**config.mk**
```make
export PLATFORM = sky130hd
export DESIGN_NAME = store_directory_selector_flat
export DESIGN_NICKNAME = d
export VERILOG_FILES = /design/src/sds_pkg.sv /design/src/sds_in_if.sv /design/src/sds_out_if.sv /design/src/sds_cfg_if.sv /design/src/sds_queue.sv /design/src/sds_front.sv /design/src/sds_back.sv /design/src/store_directory_selector.sv /design/src/flat_wrapper.sv
export VERILOG_INCLUDE_DIRS = /design/src /design/src/src
export SDC_FILE = /design/constraint.sdc
export NUM_CORES = 1
export LEC_CHECK = 0
export ABC_AREA = 1
export BUFFER_PORTS_ARGS = -buffer_cell sky130_fd_sc_hd__buf_4
export CAP_MARGIN = 20
export CORE_MARGIN = 3
export CORE_UTILIZATION = 32
export DETAILED_ROUTE_END_ITERATION = 10
export GPL_ROUTABILITY_DRIVEN = 0
export GPL_TIMING_DRIVEN = 0
export HOLD_SLACK_MARGIN = 0.03
export PLACE_DENSITY_LB_ADDON = 0.1
export SLEW_MARGIN = 20
export SYNTH_ARGS = -nofsm -noshare
export SYNTH_HDL_FRONTEND = slang
export SYNTH_SLANG_ARGS = --single-unit
```
**constraint.sdc**
```tcl
create_clock -name clk -period 4.8 [get_ports clk]
set_input_delay 0.48 -clock clk [delete_from_list [all_inputs] [get_ports clk]]
set_output_delay 0.48 -clock clk [all_outputs]
set_load 0.02 [all_outputs]
```
**src/assert_macros.svh**
```systemverilog
// Assertion helpers used by the RTL (sds_back).
`ifndef ASSERT_MACROS_SVH
`define ASSERT_MACROS_SVH

`ifndef SYNTHESIS
`define ASSERT_ALWAYS(lbl, clk, rst_n, cond, msg) \
  lbl: assert property (@(posedge clk) disable iff (!rst_n) (cond)) else $error(msg);
`define ASSERT_IMPLY(lbl, clk, rst_n, ante, cons, msg) \
  lbl: assert property (@(posedge clk) disable iff (!rst_n) (ante) |-> (cons)) else $error(msg);
`define ASSERT_NEXT(lbl, clk, rst_n, ante, cons, msg) \
  lbl: assert property (@(posedge clk) disable iff (!rst_n) (ante) |=> (cons)) else $error(msg);
`else
`define ASSERT_ALWAYS(lbl, clk, rst_n, cond, msg)
`define ASSERT_IMPLY(lbl, clk, rst_n, ante, cons, msg)
`define ASSERT_NEXT(lbl, clk, rst_n, ante, cons, msg)
`endif

`endif

```
**src/sds_pkg.sv**
```systemverilog
package sds_pkg;

  localparam int MAX_DIRS = 16;
  localparam int DIR_W    = (MAX_DIRS > 1) ? $clog2(MAX_DIRS) : 1;
  localparam int CNT_W    = $clog2(MAX_DIRS + 1);

  localparam int LOAD_W   = 10;
  localparam int KB_W     = 32;
  localparam int BYTES_W  = 48;
  localparam int HDR_W    = 16;
  localparam int CFG_IDX_W  = 1;
  localparam int CFG_DATA_W = 10;

  localparam int Q_DEPTH  = 2;
  localparam int Q_PTR_W  = $clog2(Q_DEPTH);
  localparam int Q_CNT_W  = $clog2(Q_DEPTH + 1);

  localparam logic [LOAD_W-1:0] LOAD_LIMIT_RST = LOAD_W'(1000);

  localparam logic [CFG_IDX_W-1:0] REG_SELECT_MODE = CFG_IDX_W'(0);
  localparam logic [CFG_IDX_W-1:0] REG_LOAD_LIMIT  = CFG_IDX_W'(1);

  localparam logic MODE_LEAST_LOAD  = 1'b0;
  localparam logic MODE_ROUND_ROBIN = 1'b1;

  typedef struct packed {
    logic                last;
    logic                ll_ok;
    logic                rr_ok;
    logic [LOAD_W-1:0]   load;
    logic                unl;
    logic [BYTES_W-1:0]  lim;
    logic [KB_W-1:0]     free_kb;
  } sds_rec_t;

endpackage

```
**src/sds_in_if.sv**
```systemverilog
interface sds_in_if;
  import sds_pkg::*;

  logic               valid;
  logic               ready;
  logic               last_dir;
  logic               write_locked;
  logic [KB_W-1:0]    used_kb;
  logic [KB_W-1:0]    capacity_kb;
  logic               limit_unlimited;
  logic [BYTES_W-1:0] size_limit;
  logic [LOAD_W-1:0]  load_report;
  logic               load_error;
  logic [BYTES_W-1:0] object_bytes;
  logic               size_unknown;
  logic [HDR_W-1:0]   header_bytes;

  modport source (output valid, last_dir, write_locked, used_kb, capacity_kb, limit_unlimited,
                  size_limit, load_report, load_error, object_bytes, size_unknown,
                  header_bytes, input ready);
  modport sink (input valid, last_dir, write_locked, used_kb, capacity_kb, limit_unlimited,
                size_limit, load_report, load_error, object_bytes, size_unknown,
                header_bytes, output ready);
endinterface

```
**src/sds_out_if.sv**
```systemverilog
interface sds_out_if;
  import sds_pkg::*;

  logic             valid;
  logic             ready;
  logic [DIR_W-1:0] chosen_dir;
  logic             none_found;

  modport source (output valid, chosen_dir, none_found, input ready);
  modport sink (input valid, chosen_dir, none_found, output ready);
endinterface

```
**src/sds_cfg_if.sv**
```systemverilog
interface sds_cfg_if;
  import sds_pkg::*;

  logic                  valid;
  logic                  ready;
  logic [CFG_IDX_W-1:0]  index;
  logic [CFG_DATA_W-1:0] data;

  modport source (output valid, index, data, input ready);
  modport sink (input valid, index, data, output ready);
endinterface

```
**src/sds_queue.sv**
```systemverilog
module sds_queue (
  input  logic              clk,
  input  logic              rst_n,
  input  logic              push,
  input  sds_pkg::sds_rec_t push_rec,
  output logic              full,
  input  logic              pop,
  output logic              head_valid,
  output sds_pkg::sds_rec_t head_rec
);
  import sds_pkg::*;

  sds_rec_t             slot_r [Q_DEPTH];
  logic [Q_PTR_W-1:0]   wr_ptr_r, wr_ptr_nxt;
  logic [Q_PTR_W-1:0]   rd_ptr_r, rd_ptr_nxt;
  logic [Q_CNT_W-1:0]   cnt_r, cnt_nxt;
  logic                 do_push, do_pop;

  assign full       = (cnt_r == Q_CNT_W'(Q_DEPTH));
  assign head_valid = (cnt_r != '0);
  assign head_rec   = slot_r[rd_ptr_r];
  assign do_push    = push && !full;
  assign do_pop     = pop && head_valid;

  always_comb begin
    wr_ptr_nxt = wr_ptr_r;
    rd_ptr_nxt = rd_ptr_r;
    cnt_nxt    = cnt_r;
    if (do_push) begin
      wr_ptr_nxt = (wr_ptr_r == Q_PTR_W'(Q_DEPTH - 1)) ? '0 : wr_ptr_r + 1'b1;
    end
    if (do_pop) begin
      rd_ptr_nxt = (rd_ptr_r == Q_PTR_W'(Q_DEPTH - 1)) ? '0 : rd_ptr_r + 1'b1;
    end
    case ({do_push, do_pop})
      2'b10:   cnt_nxt = cnt_r + 1'b1;
      2'b01:   cnt_nxt = cnt_r - 1'b1;
      default: cnt_nxt = cnt_r;
    endcase
  end

  always_ff @(posedge clk) begin
    if (!rst_n) begin
      wr_ptr_r <= '0;
      rd_ptr_r <= '0;
      cnt_r    <= '0;
    end else begin
      wr_ptr_r <= wr_ptr_nxt;
      rd_ptr_r <= rd_ptr_nxt;
      cnt_r    <= cnt_nxt;
    end
  end

  always_ff @(posedge clk) begin
    if (do_push) begin
      slot_r[wr_ptr_r] <= push_rec;
    end
  end

endmodule

```
**src/sds_front.sv**
```systemverilog
module sds_front (
  input  logic                        q_full,
  input  logic [sds_pkg::LOAD_W-1:0]  load_limit,
  output logic                        q_push,
  output sds_pkg::sds_rec_t           q_rec,
  sds_in_if.sink                      in_req
);
  import sds_pkg::*;

  logic               common_ok;
  logic [BYTES_W:0]   ll_size;
  logic               rr_fit, ll_fit;

  // object plus header, compared at full width
  assign ll_size   = {1'b0, in_req.object_bytes} + {{(BYTES_W + 1 - HDR_W){1'b0}},
                     in_req.header_bytes};
  assign common_ok = !in_req.load_error && (in_req.load_report <= load_limit) &&
                     !in_req.write_locked && (in_req.used_kb <= in_req.capacity_kb);
  assign rr_fit    = in_req.limit_unlimited ||
                     (!in_req.size_unknown && (in_req.size_limit > in_req.object_bytes));
  assign ll_fit    = in_req.limit_unlimited ||
                     (!in_req.size_unknown && ({1'b0, in_req.size_limit} > ll_size));

  assign in_req.ready = !q_full;
  assign q_push       = in_req.valid;

  always_comb begin
    q_rec.last    = in_req.last_dir;
    q_rec.ll_ok   = common_ok && ll_fit;
    q_rec.rr_ok   = common_ok && rr_fit;
    q_rec.load    = in_req.load_report;
    q_rec.unl     = in_req.limit_unlimited;
    q_rec.lim     = in_req.size_limit;
    q_rec.free_kb = in_req.capacity_kb - in_req.used_kb;
  end

endmodule

```
**src/sds_back.sv**
```systemverilog
`include "assert_macros.svh"

module sds_back (
  input  logic              clk,
  input  logic              rst_n,
  input  logic              select_mode,
  input  logic              q_valid,
  input  sds_pkg::sds_rec_t q_rec,
  output logic              q_pop,
  sds_out_if.source         out_req
);
  import sds_pkg::*;

  logic [CNT_W-1:0]   pos_r, pos_nxt;
  logic [DIR_W-1:0]   rr_prev_r, rr_prev_nxt;
  logic               best_valid_r, best_valid_nxt;
  logic [DIR_W-1:0]   best_index_r, best_index_nxt;
  logic [LOAD_W-1:0]  best_load_r, best_load_nxt;
  logic               best_unl_r, best_unl_nxt;
  logic [BYTES_W-1:0] best_lim_r, best_lim_nxt;
  logic [KB_W-1:0]    best_free_r, best_free_nxt;
  logic               after_valid_r, after_valid_nxt;
  logic [DIR_W-1:0]   after_index_r, after_index_nxt;
  logic               wrap_valid_r, wrap_valid_nxt;
  logic [DIR_W-1:0]   wrap_index_r, wrap_index_nxt;
  logic               out_valid_r, out_valid_nxt;
  logic [DIR_W-1:0]   out_dir_r, out_dir_nxt;
  logic               out_none_r, out_none_nxt;

  logic               in_range, take, found;
  logic [DIR_W-1:0]   idx, chosen;
  logic [CNT_W-1:0]   rr_inc;

  assign q_pop    = q_valid && (!q_rec.last || !out_valid_r || out_req.ready);
  assign in_range = (pos_r < CNT_W'(MAX_DIRS));
  assign idx      = pos_r[DIR_W-1:0];

  always_comb begin
    if (!best_valid_r || (q_rec.load < best_load_r)) begin
      take = 1'b1;
    end else if (q_rec.load > best_load_r) begin
      take = 1'b0;
    end else if (!best_unl_r && (q_rec.unl || (q_rec.lim > best_lim_r))) begin
      take = 1'b0;
    end else begin
      take = (q_rec.free_kb >= best_free_r);
    end
  end

  always_comb begin
    pos_nxt         = pos_r;
    rr_prev_nxt     = rr_prev_r;
    best_valid_nxt  = best_valid_r;
    best_index_nxt  = best_index_r;
    best_load_nxt   = best_load_r;
    best_unl_nxt    = best_unl_r;
    best_lim_nxt    = best_lim_r;
    best_free_nxt   = best_free_r;
    after_valid_nxt = after_valid_r;
    after_index_nxt = after_index_r;
    wrap_valid_nxt  = wrap_valid_r;
    wrap_index_nxt  = wrap_index_r;
    out_valid_nxt   = out_valid_r && !out_req.ready;
    out_dir_nxt     = out_dir_r;
    out_none_nxt    = out_none_r;
    found           = 1'b0;
    chosen          = '0;
    rr_inc          = {1'b0, rr_prev_r} + 1'b1;

    if (q_pop && in_range) begin
      if (q_rec.ll_ok && take) begin
        best_valid_nxt = 1'b1;
        best_index_nxt = idx;
        best_load_nxt  = q_rec.load;
        best_unl_nxt   = q_rec.unl;
        best_lim_nxt   = q_rec.lim;
        best_free_nxt  = q_rec.free_kb;
      end
      if (q_rec.rr_ok) begin
        if (idx > rr_prev_r) begin
          if (!after_valid_r) begin
            after_valid_nxt = 1'b1;
            after_index_nxt = idx;
          end
        end else if (!wrap_valid_r) begin
          wrap_valid_nxt = 1'b1;
          wrap_index_nxt = idx;
        end
      end
      pos_nxt = pos_r + 1'b1;
    end

    if (q_pop && q_rec.last) begin
      if (select_mode == MODE_LEAST_LOAD) begin
        found  = best_valid_nxt;
        chosen = best_index_nxt;
      end else if (after_valid_nxt) begin
        found  = 1'b1;
        chosen = after_index_nxt;
      end else if (wrap_valid_nxt) begin
        found  = 1'b1;
        chosen = wrap_index_nxt;
      end
      if (select_mode == MODE_ROUND_ROBIN) begin
        if (found) begin
          rr_prev_nxt = chosen;
        end else if (rr_inc >= pos_nxt) begin
          rr_prev_nxt = '0;
        end else begin
          rr_prev_nxt = rr_inc[DIR_W-1:0];
        end
      end
      out_valid_nxt   = 1'b1;
      out_dir_nxt     = found ? chosen : '0;
      out_none_nxt    = !found;
      pos_nxt         = '0;
      best_valid_nxt  = 1'b0;
      best_index_nxt  = '0;
      best_load_nxt   = '0;
      best_unl_nxt    = 1'b1;
      best_lim_nxt    = '0;
      best_free_nxt   = '0;
      after_valid_nxt = 1'b0;
      after_index_nxt = '0;
      wrap_valid_nxt  = 1'b0;
      wrap_index_nxt  = '0;
    end
  end

  always_ff @(posedge clk) begin
    if (!rst_n) begin
      pos_r         <= '0;
      rr_prev_r     <= '0;
      best_valid_r  <= 1'b0;
      best_index_r  <= '0;
      best_load_r   <= '0;
      best_unl_r    <= 1'b1;
      best_lim_r    <= '0;
      best_free_r   <= '0;
      after_valid_r <= 1'b0;
      after_index_r <= '0;
      wrap_valid_r  <= 1'b0;
      wrap_index_r  <= '0;
      out_valid_r   <= 1'b0;
    end else begin
      pos_r         <= pos_nxt;
      rr_prev_r     <= rr_prev_nxt;
      best_valid_r  <= best_valid_nxt;
      best_index_r  <= best_index_nxt;
      best_load_r   <= best_load_nxt;
      best_unl_r    <= best_unl_nxt;
      best_lim_r    <= best_lim_nxt;
      best_free_r   <= best_free_nxt;
      after_valid_r <= after_valid_nxt;
      after_index_r <= after_index_nxt;
      wrap_valid_r  <= wrap_valid_nxt;
      wrap_index_r  <= wrap_index_nxt;
      out_valid_r   <= out_valid_nxt;
    end
  end

  always_ff @(posedge clk) begin
    out_dir_r  <= out_dir_nxt;
    out_none_r <= out_none_nxt;
  end

  assign out_req.valid      = out_valid_r;
  assign out_req.chosen_dir = out_dir_r;
  assign out_req.none_found = out_none_r;

  `ASSERT_ALWAYS(a_pos_bound, clk, rst_n, pos_r <= CNT_W'(MAX_DIRS), "record count overflow")
  `ASSERT_NEXT(a_pos_clear, clk, rst_n, q_pop && q_rec.last, pos_r == '0, "request not cleared")
  `ASSERT_IMPLY(a_best_seen, clk, rst_n, best_valid_r, CNT_W'(best_index_r) < pos_r, "best index ahead of stream")
  `ASSERT_IMPLY(a_after_order, clk, rst_n, after_valid_r, after_index_r > rr_prev_r, "round-robin order broken")

endmodule

```
**src/store_directory_selector.sv**
```systemverilog
// Storage directory selector.
// in_req: one request per directory record, directories in index order,
//   last_dir marks the final record of an object. One record per cycle while in_req.ready is high.
// out_req: one result per object, issued for its last record: chosen_dir,
//   or none_found = 1 when no directory qualifies.
// cfg_req: index 0 select_mode (0 least-load, 1 round-robin), index 1
//   load_limit. Always ready; write only while no object is in flight.
// Path: a taken record is classified into a two-entry queue, then the
//   back end pops it and, for the last record, the running-best update
//   loads the output register.
//   Throughput: one record per cycle while no result waits on out_req.ready,
//   limited by the single compare/update step of the back end.
// Records beyond the sixteenth are ignored for selection.
// Reset: mode least-load, load_limit 1000, round-robin pointer 0, queue
//   and partial request cleared.
// Stall: while a result waits on out_req.ready, non-final records keep
//   draining; a final record holds in the queue, which then fills and
//   drops in_req.ready.
module store_directory_selector (
  input  logic       clk,
  input  logic       rst_n,
  sds_in_if.sink     in_req,
  sds_out_if.source  out_req,
  sds_cfg_if.sink    cfg_req
);
  import sds_pkg::*;

  logic              select_mode_r;
  logic [LOAD_W-1:0] load_limit_r;
  logic              q_push, q_full, q_pop, q_head_valid;
  sds_rec_t          q_in_rec, q_head_rec;

  assign cfg_req.ready = 1'b1;

  always_ff @(posedge clk) begin
    if (!rst_n) begin
      select_mode_r <= MODE_LEAST_LOAD;
      load_limit_r  <= LOAD_LIMIT_RST;
    end else if (cfg_req.valid) begin
      case (cfg_req.index)
        REG_SELECT_MODE: select_mode_r <= cfg_req.data[0];
        REG_LOAD_LIMIT:  load_limit_r  <= cfg_req.data[LOAD_W-1:0];
        default: ;
      endcase
    end
  end

  sds_front u_front (
    .q_full     (q_full),
    .load_limit (load_limit_r),
    .q_push     (q_push),
    .q_rec      (q_in_rec),
    .in_req     (in_req)
  );

  sds_queue u_queue (
    .clk        (clk),
    .rst_n      (rst_n),
    .push       (q_push),
    .push_rec   (q_in_rec),
    .full       (q_full),
    .pop        (q_pop),
    .head_valid (q_head_valid),
    .head_rec   (q_head_rec)
  );

  sds_back u_back (
    .clk         (clk),
    .rst_n       (rst_n),
    .select_mode (select_mode_r),
    .q_valid     (q_head_valid),
    .q_rec       (q_head_rec),
    .q_pop       (q_pop),
    .out_req     (out_req)
  );

endmodule
```
**src/flat_wrapper.sv**
```systemverilog
// flat-port wrapper written by rule: the top's interface ports become plain ports
module store_directory_selector_flat import sds_pkg::*;
  (clk, rst_n, in_req_valid, in_req_last_dir, in_req_write_locked, in_req_used_kb, in_req_capacity_kb, in_req_limit_unlimited, in_req_size_limit, in_req_load_report, in_req_load_error, in_req_object_bytes, in_req_size_unknown, in_req_header_bytes, in_req_ready, out_req_valid, out_req_chosen_dir, out_req_none_found, out_req_ready, cfg_req_valid, cfg_req_index, cfg_req_data, cfg_req_ready);
  sds_in_if in_req_i ();
  sds_out_if out_req_i ();
  sds_cfg_if cfg_req_i ();
  input  logic clk;
  input  logic rst_n;
  input wire logic [$bits(in_req_i.valid)-1:0] in_req_valid;
  input wire logic [$bits(in_req_i.last_dir)-1:0] in_req_last_dir;
  input wire logic [$bits(in_req_i.write_locked)-1:0] in_req_write_locked;
  input wire logic [$bits(in_req_i.used_kb)-1:0] in_req_used_kb;
  input wire logic [$bits(in_req_i.capacity_kb)-1:0] in_req_capacity_kb;
  input wire logic [$bits(in_req_i.limit_unlimited)-1:0] in_req_limit_unlimited;
  input wire logic [$bits(in_req_i.size_limit)-1:0] in_req_size_limit;
  input wire logic [$bits(in_req_i.load_report)-1:0] in_req_load_report;
  input wire logic [$bits(in_req_i.load_error)-1:0] in_req_load_error;
  input wire logic [$bits(in_req_i.object_bytes)-1:0] in_req_object_bytes;
  input wire logic [$bits(in_req_i.size_unknown)-1:0] in_req_size_unknown;
  input wire logic [$bits(in_req_i.header_bytes)-1:0] in_req_header_bytes;
  output wire logic [$bits(in_req_i.ready)-1:0] in_req_ready;
  output wire logic [$bits(out_req_i.valid)-1:0] out_req_valid;
  output wire logic [$bits(out_req_i.chosen_dir)-1:0] out_req_chosen_dir;
  output wire logic [$bits(out_req_i.none_found)-1:0] out_req_none_found;
  input wire logic [$bits(out_req_i.ready)-1:0] out_req_ready;
  input wire logic [$bits(cfg_req_i.valid)-1:0] cfg_req_valid;
  input wire logic [$bits(cfg_req_i.index)-1:0] cfg_req_index;
  input wire logic [$bits(cfg_req_i.data)-1:0] cfg_req_data;
  output wire logic [$bits(cfg_req_i.ready)-1:0] cfg_req_ready;
  assign in_req_i.valid = in_req_valid;
  assign in_req_i.last_dir = in_req_last_dir;
  assign in_req_i.write_locked = in_req_write_locked;
  assign in_req_i.used_kb = in_req_used_kb;
  assign in_req_i.capacity_kb = in_req_capacity_kb;
  assign in_req_i.limit_unlimited = in_req_limit_unlimited;
  assign in_req_i.size_limit = in_req_size_limit;
  assign in_req_i.load_report = in_req_load_report;
  assign in_req_i.load_error = in_req_load_error;
  assign in_req_i.object_bytes = in_req_object_bytes;
  assign in_req_i.size_unknown = in_req_size_unknown;
  assign in_req_i.header_bytes = in_req_header_bytes;
  assign in_req_ready = in_req_i.ready;
  assign out_req_valid = out_req_i.valid;
  assign out_req_chosen_dir = out_req_i.chosen_dir;
  assign out_req_none_found = out_req_i.none_found;
  assign out_req_i.ready = out_req_ready;
  assign cfg_req_i.valid = cfg_req_valid;
  assign cfg_req_i.index = cfg_req_index;
  assign cfg_req_i.data = cfg_req_data;
  assign cfg_req_ready = cfg_req_i.ready;
  store_directory_selector u_core (.clk(clk), .rst_n(rst_n), .in_req(in_req_i), .out_req(out_req_i), .cfg_req(cfg_req_i));
endmodule
```
==> results of run 1 <==
synth_stat cells (2+ instances only):
library cell                count
sky130_fd_sc_hd__nand3_1       49
sky130_fd_sc_hd__inv_1        323
sky130_fd_sc_hd__a21boi_1       4
sky130_fd_sc_hd__buf_6          6
sky130_fd_sc_hd__fa_1           2
sky130_fd_sc_hd__xnor2_1       16
sky130_fd_sc_hd__inv_2          2
sky130_fd_sc_hd__o21ai_1       38
sky130_fd_sc_hd__dfxtp_1      132
sky130_fd_sc_hd__buf_2          7
sky130_fd_sc_hd__a31oi_4        2
sky130_fd_sc_hd__nand2_2        4
sky130_fd_sc_hd__nor2_1       122
sky130_fd_sc_hd__nand3b_1       3
sky130_fd_sc_hd__nand4_1       24
sky130_fd_sc_hd__o211ai_1      12
sky130_fd_sc_hd__o21ai_0      121
sky130_fd_sc_hd__nor3_1        35
sky130_fd_sc_hd__o221ai_1       2
sky130_fd_sc_hd__ha_1         256
sky130_fd_sc_hd__nor3b_1        5
sky130_fd_sc_hd__a21oi_2        7
sky130_fd_sc_hd__nor4_1        10
sky130_fd_sc_hd__buf_4          2
sky130_fd_sc_hd__a31oi_1        6
sky130_fd_sc_hd__mux2i_1        5
sky130_fd_sc_hd__o21ai_2        4
sky130_fd_sc_hd__a21oi_1      249
sky130_fd_sc_hd__xor2_1        56
sky130_fd_sc_hd__or2_2          2
sky130_fd_sc_hd__clkbuf_1      37
sky130_fd_sc_hd__nor2_2         4
sky130_fd_sc_hd__a211oi_1       8
sky130_fd_sc_hd__nand2_4        2
sky130_fd_sc_hd__o2111ai_1      2
sky130_fd_sc_hd__nand2_1      552
sky130_fd_sc_hd__o21a_1        15
sky130_fd_sc_hd__a21o_1         9
sky130_fd_sc_hd__edfxtp_1     193
sky130_fd_sc_hd__o21bai_1       5
how the worst max path moves through the flow:
| stage | start | to | slack, ns | cells past startpoint |
|---|---|---|---|---|
| after floorplan | u_core.u_queue.cnt_r[0] | u_core.u_queue.slot_r[1][0] | 1.14 | 4 |
| after global placement | in_req_valid | u_core.u_queue.slot_r[1][36] | -0.75 | 3 |
| after detailed placement | in_req_object_bytes[0] | u_core.u_queue.slot_r[0][92] | -0.21 | 24 |
| after CTS | register | u_core.u_back.out_req.chosen_dir[0] | 0.35 | 21 |
| after global routing | register | u_core.u_back.out_req.chosen_dir[2] | 0.05 | 25 |
| final | register | u_core.u_back.out_req.chosen_dir[0] | 0.50 | 21 |
layout make-up:
class                           count  share of cell area, %
Sequential cell                   325                   35.1
Timing Repair Buffer              224                   7.67
Inverter                          327                   5.12
Clock inverter                     13                  0.468
Multi-Input combinational cell   1644                   41.8
Clock buffer                       54                   4.46
Buffer                             54                   1.10
Tap cell                          828                   4.31
cell families (layout without fill, tap and decap cells):
group / after synthesis / in the layout / share of synthesized area, %
AO/OA/AOI/OAI: 492 / 492 / 13.7
adder cells (fa/ha/maj): 258 / 258 / 16.3
XOR/XNOR: 72 / 72 / 3.16
AND/OR/NAND/NOR: 816 / 816 / 16.8
other: 1 / 1 / 0.0188
buffers and inverters: 381 / 672 / 7.49
multiplexers: 5 / 5 / 0.251
flip-flops: 325 / 325 / 42.3
power groups by stage:
stage               sequential [mW]  combinational [mW]  clock [mW]
finish                         3.79                4.99        2.75
global route                   3.85                5.85        2.97
CTS                            3.79                5.11        2.86
detailed placement             3.85                5.08           0
global placement               3.88                4.86           0
floorplan                      3.85                3.48           0
state kept, by name, indices dropped and copies added, names as in the netlist, named ones only:
signal	cells
u_core.u_back.wrap_valid_r	1
u_core.u_back.rr_prev_r	4
u_core.u_queue.wr_ptr_r	1
u_core.u_queue.cnt_r	2
u_core.load_limit_r	10
u_core.select_mode_r	1
u_core.u_back.after_index_r	4
u_core.u_back.best_index_r	4
u_core.u_back.wrap_index_r	4
u_core.u_back.out_req.none_found	1
u_core.u_back.out_req.chosen_dir	4
u_core.u_back.best_lim_r	48
u_core.u_back.out_req.valid	1
u_core.u_queue.rd_ptr_r	1
u_core.u_back.best_valid_r	1
u_core.u_queue.slot_r	188
u_core.u_back.best_free_r	32
u_core.u_back.best_load_r	10
u_core.u_back.pos_r	5
u_core.u_back.best_unl_r	1
u_core.u_back.after_valid_r	1
per-stage QoR:
stage	util, %	hold WS (ns)	std cells
after global placement	37.0	0.436	3390
after detailed placement	37.4	0.452	3402
after global routing	39.4	0.105	3469
final	39.4	0.132	3469
after floorplan	-	0.426	2350
after CTS	39.4	0.0926	3469
routing by layer:
layer	GRT usage (%)	vias to the layer above
met5	0	-
met4	4.85	0
met3	1.93	73
met2	28.5	232
met1	20.3	7390
li1	-	8451
worst max-delay path, cell delays in order (launching register included):
cell and delay (ns):
sky130_fd_sc_hd__dfxtp_1 0.30, sky130_fd_sc_hd__buf_4 0.15, sky130_fd_sc_hd__inv_4 0.17, sky130_fd_sc_hd__clkbuf_1 0.59, sky130_fd_sc_hd__clkbuf_1 0.45, sky130_fd_sc_hd__nand2_1 0.10, sky130_fd_sc_hd__nand2_1 0.11, sky130_fd_sc_hd__ha_1 0.15
sky130_fd_sc_hd__nand2_1 0.07, sky130_fd_sc_hd__nor2_1 0.17, sky130_fd_sc_hd__nand2_1 0.10, sky130_fd_sc_hd__nor4_1 0.37, sky130_fd_sc_hd__nand4_1 0.16, sky130_fd_sc_hd__nand3_1 0.15, sky130_fd_sc_hd__nand3_1 0.10, sky130_fd_sc_hd__nand2_2 0.15
sky130_fd_sc_hd__nand2_4 0.17, sky130_fd_sc_hd__buf_6 0.22, sky130_fd_sc_hd__nand2_1 0.09, sky130_fd_sc_hd__nand3_1 0.07, sky130_fd_sc_hd__nand2_1 0.14, sky130_fd_sc_hd__inv_1 0.06
repair_timing:
| item | 4_1_cts | 5_1_grt |
|---|---|---|
| buffers inserted | 0 | 0 |
| setup endpoints to repair | 0 | 2 |
| gates resized for setup | 0 | 1 |
==> results_dict.tcl, run 1 <==
set metrics [dict create \
    ys_top_cells_by_area "sky130_fd_sc_hd__edfxtp_1 (29%), sky130_fd_sc_hd__ha_1 (16%), sky130_fd_sc_hd__dfxtp_1 (13%)" \
    count_of_port_buffers_added_during_placement 212 \
    startpoint_of_the_worst_hold_path "in_req_load_report[0]" \
    net_sw_power_mw 4.44 \
    post_cts_hold_buffer_count 0 \
    route.met2.wl_um 25700 \
    floorplan.die.width_um 256 \
    combPwrFrac_pct 43.3 \
    ys_warn_count 0 \
    power.leakage_nw 10.8 \
    core.rowCount 90 \
    layout_common_cells "sky130_fd_sc_hd__nand2_1 (552), sky130_fd_sc_hd__inv_1 (323), sky130_fd_sc_hd__ha_1 (256), sky130_fd_sc_hd__a21oi_1 (249), sky130_fd_sc_hd__buf_4 (214)" \
    viasPerCell 4.65 \
    fin_total_pwr_mw 11.5 \
    design.final.nets 3078 \
    crit_path_max_fanout 10 \
    grt_antenna_before_repair 0 \
    timing.reg2reg.setup_slack_ns 0.50 \
    intPower_mw 7.10 \
    worst_vdd_drop_mv 0.186 \
    cts_made_buffers 37 \
    ys.flop_type "sky130_fd_sc_hd__edfxtp_1" \
    flow.area_growth_from_synthesis_pct 20.5 \
    cp_data_required_time_ns 5.09 \
    setup.worst_path.end_class "register" \
    worst_r2r_endpoint "u_core.u_back.out_req.chosen_dir[0]" \
    layout-drive-gt1-share_pct 12.4 \
    syn-instance-count 2350 \
    route.detailed.drc 0 \
    critPathLaunchType "register" \
    count_of_tritonroute_iterations_in_the_first_routing_pass 5 \
    timing.final.hold_violations 0 \
    wirelength_met1_um 24100 \
    seq_cells_post_synth 325 \
    netlist.area_leader.share_pct 29.0 \
    post_synth_num_cell_types 57 \
    pwr-share-clk_pct 23.9 \
    ctsRootBufferMaster "sky130_fd_sc_hd__clkbuf_16" \
    grt_pass1_vias 16400 \
    io_pins 215 \
    outcome "finished, final reports clean" \
    final_period_minus_worst_setup_slack_ns 4.30 \
    post_drt_wl_per_cell_um 15.2 \
    rsz0062_at_grt "false" \
    worst_path_arrival_time_ns 4.59 \
    number_of_drc_violations_after_detailed_routing_iteration_0 738 \
    cts.path.max_buffers 3 \
    dpl_worst_slack_ns -0.210 \
    die_y_um 256 \
    ant_nets 0 \
    setup_slack_ns 0.498 \
    core_area_mm2 0.0610 \
    numClockSinks 325 \
    yosys.area.top_type "sky130_fd_sc_hd__edfxtp_1" \
    synth_enable_flop_cells 193 \
    design.die.area_mm2 0.0654 \
    post_synth.cell_area_avg_um2 8.49 \
    fin_tns_setup_ns 0 \
    mostFrequentLayoutCell "sky130_fd_sc_hd__nand2_1" \
    grt_util_all_layers_pct 16.0 \
    hold_end "u_core.u_queue.slot_r[0][81]" \
    min_path_cells 1 \
    met3RoutedLength_um 1500 \
    final_cell_area_mm2 0.0240 \
    postSynth.asyncResetShare_pct 0 \
    finalCritPeriodShare_pct 89.6 \
    highest_metal_used "met4" \
    clock-skew-final_ns 0.0178 \
    grt_start_max_net_pins 24 \
    setup_viol 0 \
    multi_input_area_mm2 0.0100 \
    placed_area_mm2 0.0228 \
    clkSlewWorstSetupHoldPaths_ns 0.06 \
    class_of_the_most_critical_setup_path "reg -> reg" \
    worst_slew_pin_slew_ns 0.734 \
    maxSlewHeadroom_pct 51.1 \
    grt_first_pass_wirelength_um 84900 \
    power.share.switching_pct 38.5 \
    timing.reg2reg.worst_path_depth 21 \
    power-per-cell-area_mw_per_mm2 480 \
    routed-via-count 16100 \
    clk-insertion-delay-late_ns 0.55 \
    finalWirelength_um 52600 \
    mappedNetlistNets 2815 \
    antenna_cells 0 \
    cts_tree "built" \
    cap_viol_max_count 0 \
    start_util_pct 32.7 \
    grt.overflow.total 0 \
    detailed_place_hpwl_um 42000 \
    hold_path.class "in -> reg" \
    seq_power_share_pct 32.8 \
    max_freq_mhz 232 \
    cts.htree.levels 2 \
    nFillCells 6313 \
    maxSlewViolCount 0 \
    synth.cell_area_mm2 0.0200 \
    part_of_the_yosys_area_used_for_sequential_elements_pct 42.3 \
    sequential_cell_area_mm2 0.00844 \
]
Note: power is estimated with default switching activity, not from simulation.
==> run 2: changes to the inputs <==
--- a/config.mk
+++ b/config.mk
@@ -9,6 +9,8 @@
 export ABC_AREA = 1
 export BUFFER_PORTS_ARGS = -buffer_cell sky130_fd_sc_hd__buf_4
 export CAP_MARGIN = 20
+export CELL_PAD_IN_SITES_DETAIL_PLACEMENT = 1
+export CELL_PAD_IN_SITES_GLOBAL_PLACEMENT = 1
 export CORE_MARGIN = 3
 export CORE_UTILIZATION = 32
 export DETAILED_ROUTE_END_ITERATION = 10
==> results_dict.tcl, run 2 (synthesis results as in run 1) <==
set metrics [dict create \
    outcome "finished, final reports clean" \
    fin_total_pwr_mw 11.7 \
    cp_data_required_time_ns 5.08 \
    cts_tree "built" \
    power-per-cell-area_mw_per_mm2 488 \
    hold_end "u_core.u_queue.slot_r[0][93]" \
    route.met2.wl_um 28600 \
    grt.overflow.total 0 \
    number_of_drc_violations_after_detailed_routing_iteration_0 627 \
    cts.htree.levels 2 \
    post-place-cells 3400 \
    startpoint_of_the_worst_hold_path "in_req_last_dir" \
    numClockSinks 325 \
    core_area_mm2 0.0610 \
    floorplan.die.width_um 256 \
    rsz0062_at_grt "false" \
    layout_common_cells "sky130_fd_sc_hd__nand2_1 (552), sky130_fd_sc_hd__inv_1 (323), sky130_fd_sc_hd__ha_1 (256), sky130_fd_sc_hd__a21oi_1 (249), sky130_fd_sc_hd__buf_4 (214)" \
    clock-skew-final_ns 0.0158 \
    critPathLaunchType "primary input" \
    grt_antenna_before_repair 0 \
    cap_viol_max_count 0 \
    crit_path_max_fanout 4 \
    count_of_tritonroute_iterations_in_the_first_routing_pass 4 \
    timing.final.hold_violations 0 \
    max_freq_mhz 233 \
    count_of_port_buffers_added_during_placement 212 \
    power.leakage_nw 10.8 \
    ctsRootBufferMaster "sky130_fd_sc_hd__clkbuf_16" \
    maxSlewHeadroom_pct 52.9 \
    routed-via-count 16500 \
    finalCritPeriodShare_pct 89.6 \
    layout-drive-gt1-share_pct 12.5 \
    grt_first_pass_wirelength_um 91900 \
    worst_r2r_endpoint "u_core.u_back.out_req.chosen_dir[3]" \
    min_path_cells 1 \
    design.final.nets 3074 \
    grt_util_all_layers_pct 17.4 \
    post_drt_wl_per_cell_um 16.5 \
    antenna_cells 0 \
    registers.top_by_ff_count "u_core.u_queue.slot_r" \
    post_cts_hold_buffer_count 0 \
    maxSlewViolCount 0 \
    flow.area_growth_from_synthesis_pct 20.6 \
    clkSlewWorstSetupHoldPaths_ns 0.06 \
    worst_vdd_drop_mv 0.185 \
    fin_worst_hold_slack_ns 0.129 \
    io_pins 215 \
    wirelength_met1_um 25600 \
    start_util_pct 32.7 \
    final_period_minus_worst_setup_slack_ns 4.30 \
    cts_made_buffers 37 \
    class_of_the_most_critical_setup_path "in -> reg" \
    clk-insertion-delay-late_ns 0.54 \
    final_cell_area_mm2 0.0241 \
    mostFrequentLayoutCell "sky130_fd_sc_hd__nand2_1" \
    detailed_place_hpwl_um 46000 \
    grt_start_max_net_pins 23 \
    worst_slew_pin_slew_ns 0.706 \
    timing.reg2reg.worst_path_depth 24 \
    timing.reg2reg.setup_slack_ns 0.73 \
    post_layout_util_pct 39.4 \
    hold_path.class "in -> reg" \
    cts.path.max_buffers 3 \
    die_y_um 256 \
    design.die.area_mm2 0.0654 \
    worst_path_arrival_time_ns 4.58 \
    placed_area_mm2 0.0229 \
    ant_nets 0 \
    layoutNonFillerInstCount 3463 \
    multi_input_area_mm2 0.0100 \
    nFillCells 7241 \
    grt_pass1_vias 17500 \
    finalWirelength_um 57100 \
    highest_metal_used "met4" \
    setup.worst_path.end_class "register" \
    viasPerCell 4.77 \
    met3RoutedLength_um 1450 \
    route.detailed.drc 0 \
    core.rowCount 90 \
    largest_register_ff_count 188 \
    sequential_cell_area_mm2 0.00844 \
    top_regs "u_core.u_queue.slot_r: 188 flops, u_core.u_back.best_lim_r: 48 flops, u_core.u_back.best_free_r: 32 flops" \
    setup_viol 0 \
]
[run 2: cell types whose count changed in the layout (fill, tap and decap cells not counted), moves of 2 or more]
| cell | previous run | this run |
|---|---|---|
| sky130_fd_sc_hd__buf_12 | 6 | 2 |
| sky130_fd_sc_hd__buf_16 | 4 | 8 |
| sky130_fd_sc_hd__buf_6 | 8 | 6 |
| sky130_fd_sc_hd__bufinv_16 | 2 | 5 |
| sky130_fd_sc_hd__clkbuf_1 | 48 | 39 |
| sky130_fd_sc_hd__clkbuf_16 | 39 | 37 |
| sky130_fd_sc_hd__clkinv_2 | 5 | 10 |
[run 2: how the worst max path moves through the flow]
stage,slack [ns],start,end,cells past startpoint
final,0.50,in_req_object_bytes[7],u_core.u_queue.slot_r[1][92],23
after global routing,0.04,in_req_object_bytes[7],u_core.u_queue.slot_r[1][92],23
after CTS,0.19,register,u_core.u_back.out_req.chosen_dir[3],21
after detailed placement,-0.22,in_req_object_bytes[7],u_core.u_queue.slot_r[1][92],23
after global placement,-0.64,in_req_valid,u_core.u_queue.slot_r[1][8],3
after floorplan,1.14,u_core.u_queue.cnt_r[0],u_core.u_queue.slot_r[1][0],4
[run 2: layout make-up]
class                           instances  area share (%)
Buffer                                 52            1.07
Clock buffer                           44            4.08
Clock inverter                         21           0.941
Inverter                              327            5.11
Multi-Input combinational cell       1644            41.7
Sequential cell                       325            35.1
Tap cell                              828            4.31
Timing Repair Buffer                  222            7.70
[run 2: worst max-delay path: stages]
cell                      delay [ns]
sky130_fd_sc_hd__buf_4          0.12
sky130_fd_sc_hd__ha_1           0.34
sky130_fd_sc_hd__nand2_1        0.09
sky130_fd_sc_hd__o21ai_0        0.20
sky130_fd_sc_hd__a21oi_1        0.09
sky130_fd_sc_hd__inv_1          0.09
sky130_fd_sc_hd__nand4_1        0.11
sky130_fd_sc_hd__nand2_1        0.17
sky130_fd_sc_hd__nand3_1        0.17
sky130_fd_sc_hd__nor2_1         0.26
sky130_fd_sc_hd__nand3_1        0.25
sky130_fd_sc_hd__nor3_1         0.25
sky130_fd_sc_hd__xor2_1         0.10
sky130_fd_sc_hd__ha_1           0.30
sky130_fd_sc_hd__nand2_1        0.06
sky130_fd_sc_hd__nor2_1         0.18
sky130_fd_sc_hd__nand4_1        0.11
sky130_fd_sc_hd__nor4_1         0.44
sky130_fd_sc_hd__a41oi_1        0.31
sky130_fd_sc_hd__o21ai_0        0.15
sky130_fd_sc_hd__inv_1          0.05
sky130_fd_sc_hd__nand2_1        0.15
sky130_fd_sc_hd__a21oi_1        0.11
[run 2: repair_timing]
action	in CTS	in global routing
setup buffers	0	0
endpoints found under the setup margin	3	57
gates resized for setup	0	0
[run 2: per-layer routing]
layer / GRT usage [%] / up-vias
met4: 4.97 / 0
met3: 2.15 / 60
met2: 31.6 / 191
met5: 0 / -
li1: - / 8428
met1: 21.6 / 7832
[run 2: where the power goes]
| group | switching, mW | internal [mW] |
|---|---|---|
| combinational | 3.27 | 1.82 |
| sequential | 0.174 | 3.63 |
| clock | 1.13 | 1.72 |
[run 2: stage by stage]
step / setup TNS [ns] / setup slack (ns)
after CTS: 0 / 0.194
after floorplan: 0 / 1.14
after global routing: 0 / 0.0383
final: 0 / 0.500
after global placement: -117.71 / -0.645
after detailed placement: -0.433 / -0.216
==> run 3: changes to the inputs <==
--- a/config.mk
+++ b/config.mk
@@ -8,7 +8,6 @@
 export LEC_CHECK = 0
 export ABC_AREA = 1
 export BUFFER_PORTS_ARGS = -buffer_cell sky130_fd_sc_hd__buf_4
-export CAP_MARGIN = 20
 export CELL_PAD_IN_SITES_DETAIL_PLACEMENT = 1
 export CELL_PAD_IN_SITES_GLOBAL_PLACEMENT = 1
 export CORE_MARGIN = 3
@@ -17,7 +16,7 @@
 export GPL_ROUTABILITY_DRIVEN = 0
 export GPL_TIMING_DRIVEN = 0
 export HOLD_SLACK_MARGIN = 0.03
-export PLACE_DENSITY_LB_ADDON = 0.1
+export PLACE_DENSITY_LB_ADDON = 0.15
 export SLEW_MARGIN = 20
 export SYNTH_ARGS = -nofsm -noshare
 export SYNTH_HDL_FRONTEND = slang
==> results_dict.tcl, run 3 (synthesis results as in run 1) <==
set metrics [dict create \
    outcome "finished, final reports clean" \
    crit_path_max_fanout 18 \
    pwr-share-clk_pct 25.3 \
    critPathLaunchType "register" \
    power.share.switching_pct 38.9 \
    routed-via-count 16600 \
    viasPerCell 4.79 \
    start_util_pct 32.7 \
    post_drt_wl_per_cell_um 16.4 \
    cap_viol_max_count 0 \
    ant_nets 0 \
    layout-drive-gt1-share_pct 12.7 \
    cts_made_buffers 38 \
    worst_path_arrival_time_ns 4.51 \
    combPwrFrac_pct 42.9 \
    fin_total_pwr_mw 12.0 \
    grt_util_all_layers_pct 17.2 \
    maxSlewViolCount 0 \
    setup_slack_ns 0.600 \
    number_of_drc_violations_after_detailed_routing_iteration_0 580 \
    maxSlewHeadroom_pct 54.8 \
    intPower_mw 7.30 \
    grt_start_max_net_pins 21 \
    finalWirelength_um 56900 \
    count_of_port_buffers_added_during_placement 212 \
    cts.htree.levels 2 \
    clk-insertion-delay-late_ns 0.55 \
    seq_power_share_pct 31.8 \
    worst_vdd_drop_mv 0.224 \
    count_of_tritonroute_iterations_in_the_first_routing_pass 7 \
    hold_path.class "in -> reg" \
    flow.area_growth_from_synthesis_pct 21.1 \
    startpoint_of_the_worst_hold_path "in_req_last_dir" \
    design.final.nets 3075 \
    timing.final.hold_violations 0 \
    dpl_worst_slack_ns -0.346 \
    power-per-cell-area_mw_per_mm2 495 \
    core.rowCount 90 \
    antenna_cells 0 \
    grt_antenna_before_repair 0 \
    rsz0062_at_grt "false" \
    clock-skew-final_ns 0.0156 \
    final_period_minus_worst_setup_slack_ns 4.20 \
    top_regs "u_core.u_queue.slot_r: 188 flops, u_core.u_back.best_lim_r: 48 flops, u_core.u_back.best_free_r: 32 flops" \
    detailed_place_hpwl_um 46100 \
    class_of_the_most_critical_setup_path "reg -> reg" \
    core_area_mm2 0.0610 \
    cts_setup_buffers 0 \
    clkSlewWorstSetupHoldPaths_ns 0.06 \
    grt_first_pass_wirelength_um 92100 \
    worst_slew_pin_slew_ns 0.677 \
    cts_tree "built" \
    registers.top_by_ff_count "u_core.u_queue.slot_r" \
    setup.worst_path.end_class "register" \
    numClockSinks 325 \
    io_pins 215 \
    die_y_um 256 \
    grt.overflow.total 0 \
    finalCritPeriodShare_pct 87.5 \
    grt_pass1_vias 17900 \
    cp_data_required_time_ns 5.11 \
    layout_common_cells "sky130_fd_sc_hd__nand2_1 (552), sky130_fd_sc_hd__inv_1 (323), sky130_fd_sc_hd__ha_1 (256), sky130_fd_sc_hd__a21oi_1 (249), sky130_fd_sc_hd__buf_4 (214)" \
    setup_viol 0 \
    floorplan.die.width_um 256 \
    max_freq_mhz 238 \
    largest_register_ff_count 188 \
    mostFrequentLayoutCell "sky130_fd_sc_hd__nand2_1" \
    design.die.area_mm2 0.0654 \
    route.detailed.drc 0 \
    power.leakage_nw 10.8 \
    ctsRootBufferMaster "sky130_fd_sc_hd__clkbuf_16" \
    cts.path.max_buffers 3 \
    net_sw_power_mw 4.65 \
]
-- run 3: cell types whose count changed in the layout (fill, tap and decap cells not counted), sizes merged --
cell	delta
clkinv	-2
clkbuf	+5
clkinvlp	+2
-- run 3: what timing repair did --
item,in CTS,in global routing
endpoints found under the setup margin,7,101
cloned,0,0
resized for setup,0,1
hold buffers,0,0
-- run 3: cell type report --
class | instances | area [µm²]
fill | 7244 | 36900
multi-input combinational | 1644 | 10000
sequential | 325 | 8440
timing repair buffer | 222 | 1850
inverter | 327 | 1230
clock buffer | 49 | 1080
tap | 828 | 1040
buffer | 52 | 258
clock inverter | 21 | 235
-- run 3: metal layers --
layer	share of wire, %	wire (µm)	track usage, %
met5	0	0	0
met1	45	25600	21.2
met3	2.3	1290	2.36
met2	51	28700	31.7
met4	2.3	1300	4.34
-- run 3: through the flow --
| stage | TNS, ns | cell area, µm² | util (%) | std cells | hold WS (ns) |
|---|---|---|---|---|---|
| finish | 0 | 24200 | 39.6 | 3468 | 0.119 |
| global route | 0 | 24200 | 39.6 | 3468 | 0.0972 |
| CTS | 0 | 24200 | 39.6 | 3469 | 0.0843 |
| detailed placement | -0.890 | 22900 | 37.4 | 3400 | 0.454 |
| global placement | -103.65 | 22600 | 37.0 | 3390 | 0.433 |
| floorplan | 0 | 20000 | - | 2350 | 0.426 |
-- run 3: final timing paths --
kind	slack, ns	depth (start not counted)	endpoint
setup / recovery	0.60	24	u_core.u_back.out_req.chosen_dir[0]
hold / removal	0.12	1	u_core.u_queue.slot_r[0][93]
setup reg to reg	0.60	24	u_core.u_back.out_req.chosen_dir[0]
hold reg to reg	0.46	2	u_core.u_back.best_free_r[7]
-- run 3: power by group through the flow --
stage | sequential [mW] | clock [mW] | combinational [mW]
after floorplan | 3.85 | 0 | 3.48
after global placement | 3.88 | 0 | 4.88
after detailed placement | 3.86 | 0 | 5.21
after CTS | 3.81 | 3.12 | 5.25
after global routing | 3.85 | 3.24 | 5.98
final | 3.80 | 3.03 | 5.12
-- run 3: worst max-delay path, cell delays in order, from the launching register on --
cell and delay (ns):
sky130_fd_sc_hd__dfxtp_1 0.30, sky130_fd_sc_hd__buf_4 0.23, sky130_fd_sc_hd__inv_4 0.33, sky130_fd_sc_hd__clkbuf_1 0.49
sky130_fd_sc_hd__nand2_1 0.10, sky130_fd_sc_hd__nand2_1 0.13, sky130_fd_sc_hd__ha_1 0.15, sky130_fd_sc_hd__nand2_1 0.09
sky130_fd_sc_hd__nor2_1 0.12, sky130_fd_sc_hd__nand2_1 0.07, sky130_fd_sc_hd__nor2_1 0.15, sky130_fd_sc_hd__nand3b_1 0.09
sky130_fd_sc_hd__nor2_1 0.19, sky130_fd_sc_hd__nand4_1 0.17, sky130_fd_sc_hd__nand2_1 0.15, sky130_fd_sc_hd__nand2_1 0.06
sky130_fd_sc_hd__nand2_1 0.10, sky130_fd_sc_hd__nand3_1 0.10, sky130_fd_sc_hd__nand2_2 0.16, sky130_fd_sc_hd__nand2_4 0.16
sky130_fd_sc_hd__buf_6 0.21, sky130_fd_sc_hd__nand2_1 0.08, sky130_fd_sc_hd__nand3_1 0.08, sky130_fd_sc_hd__nand2_1 0.15
sky130_fd_sc_hd__inv_1 0.06
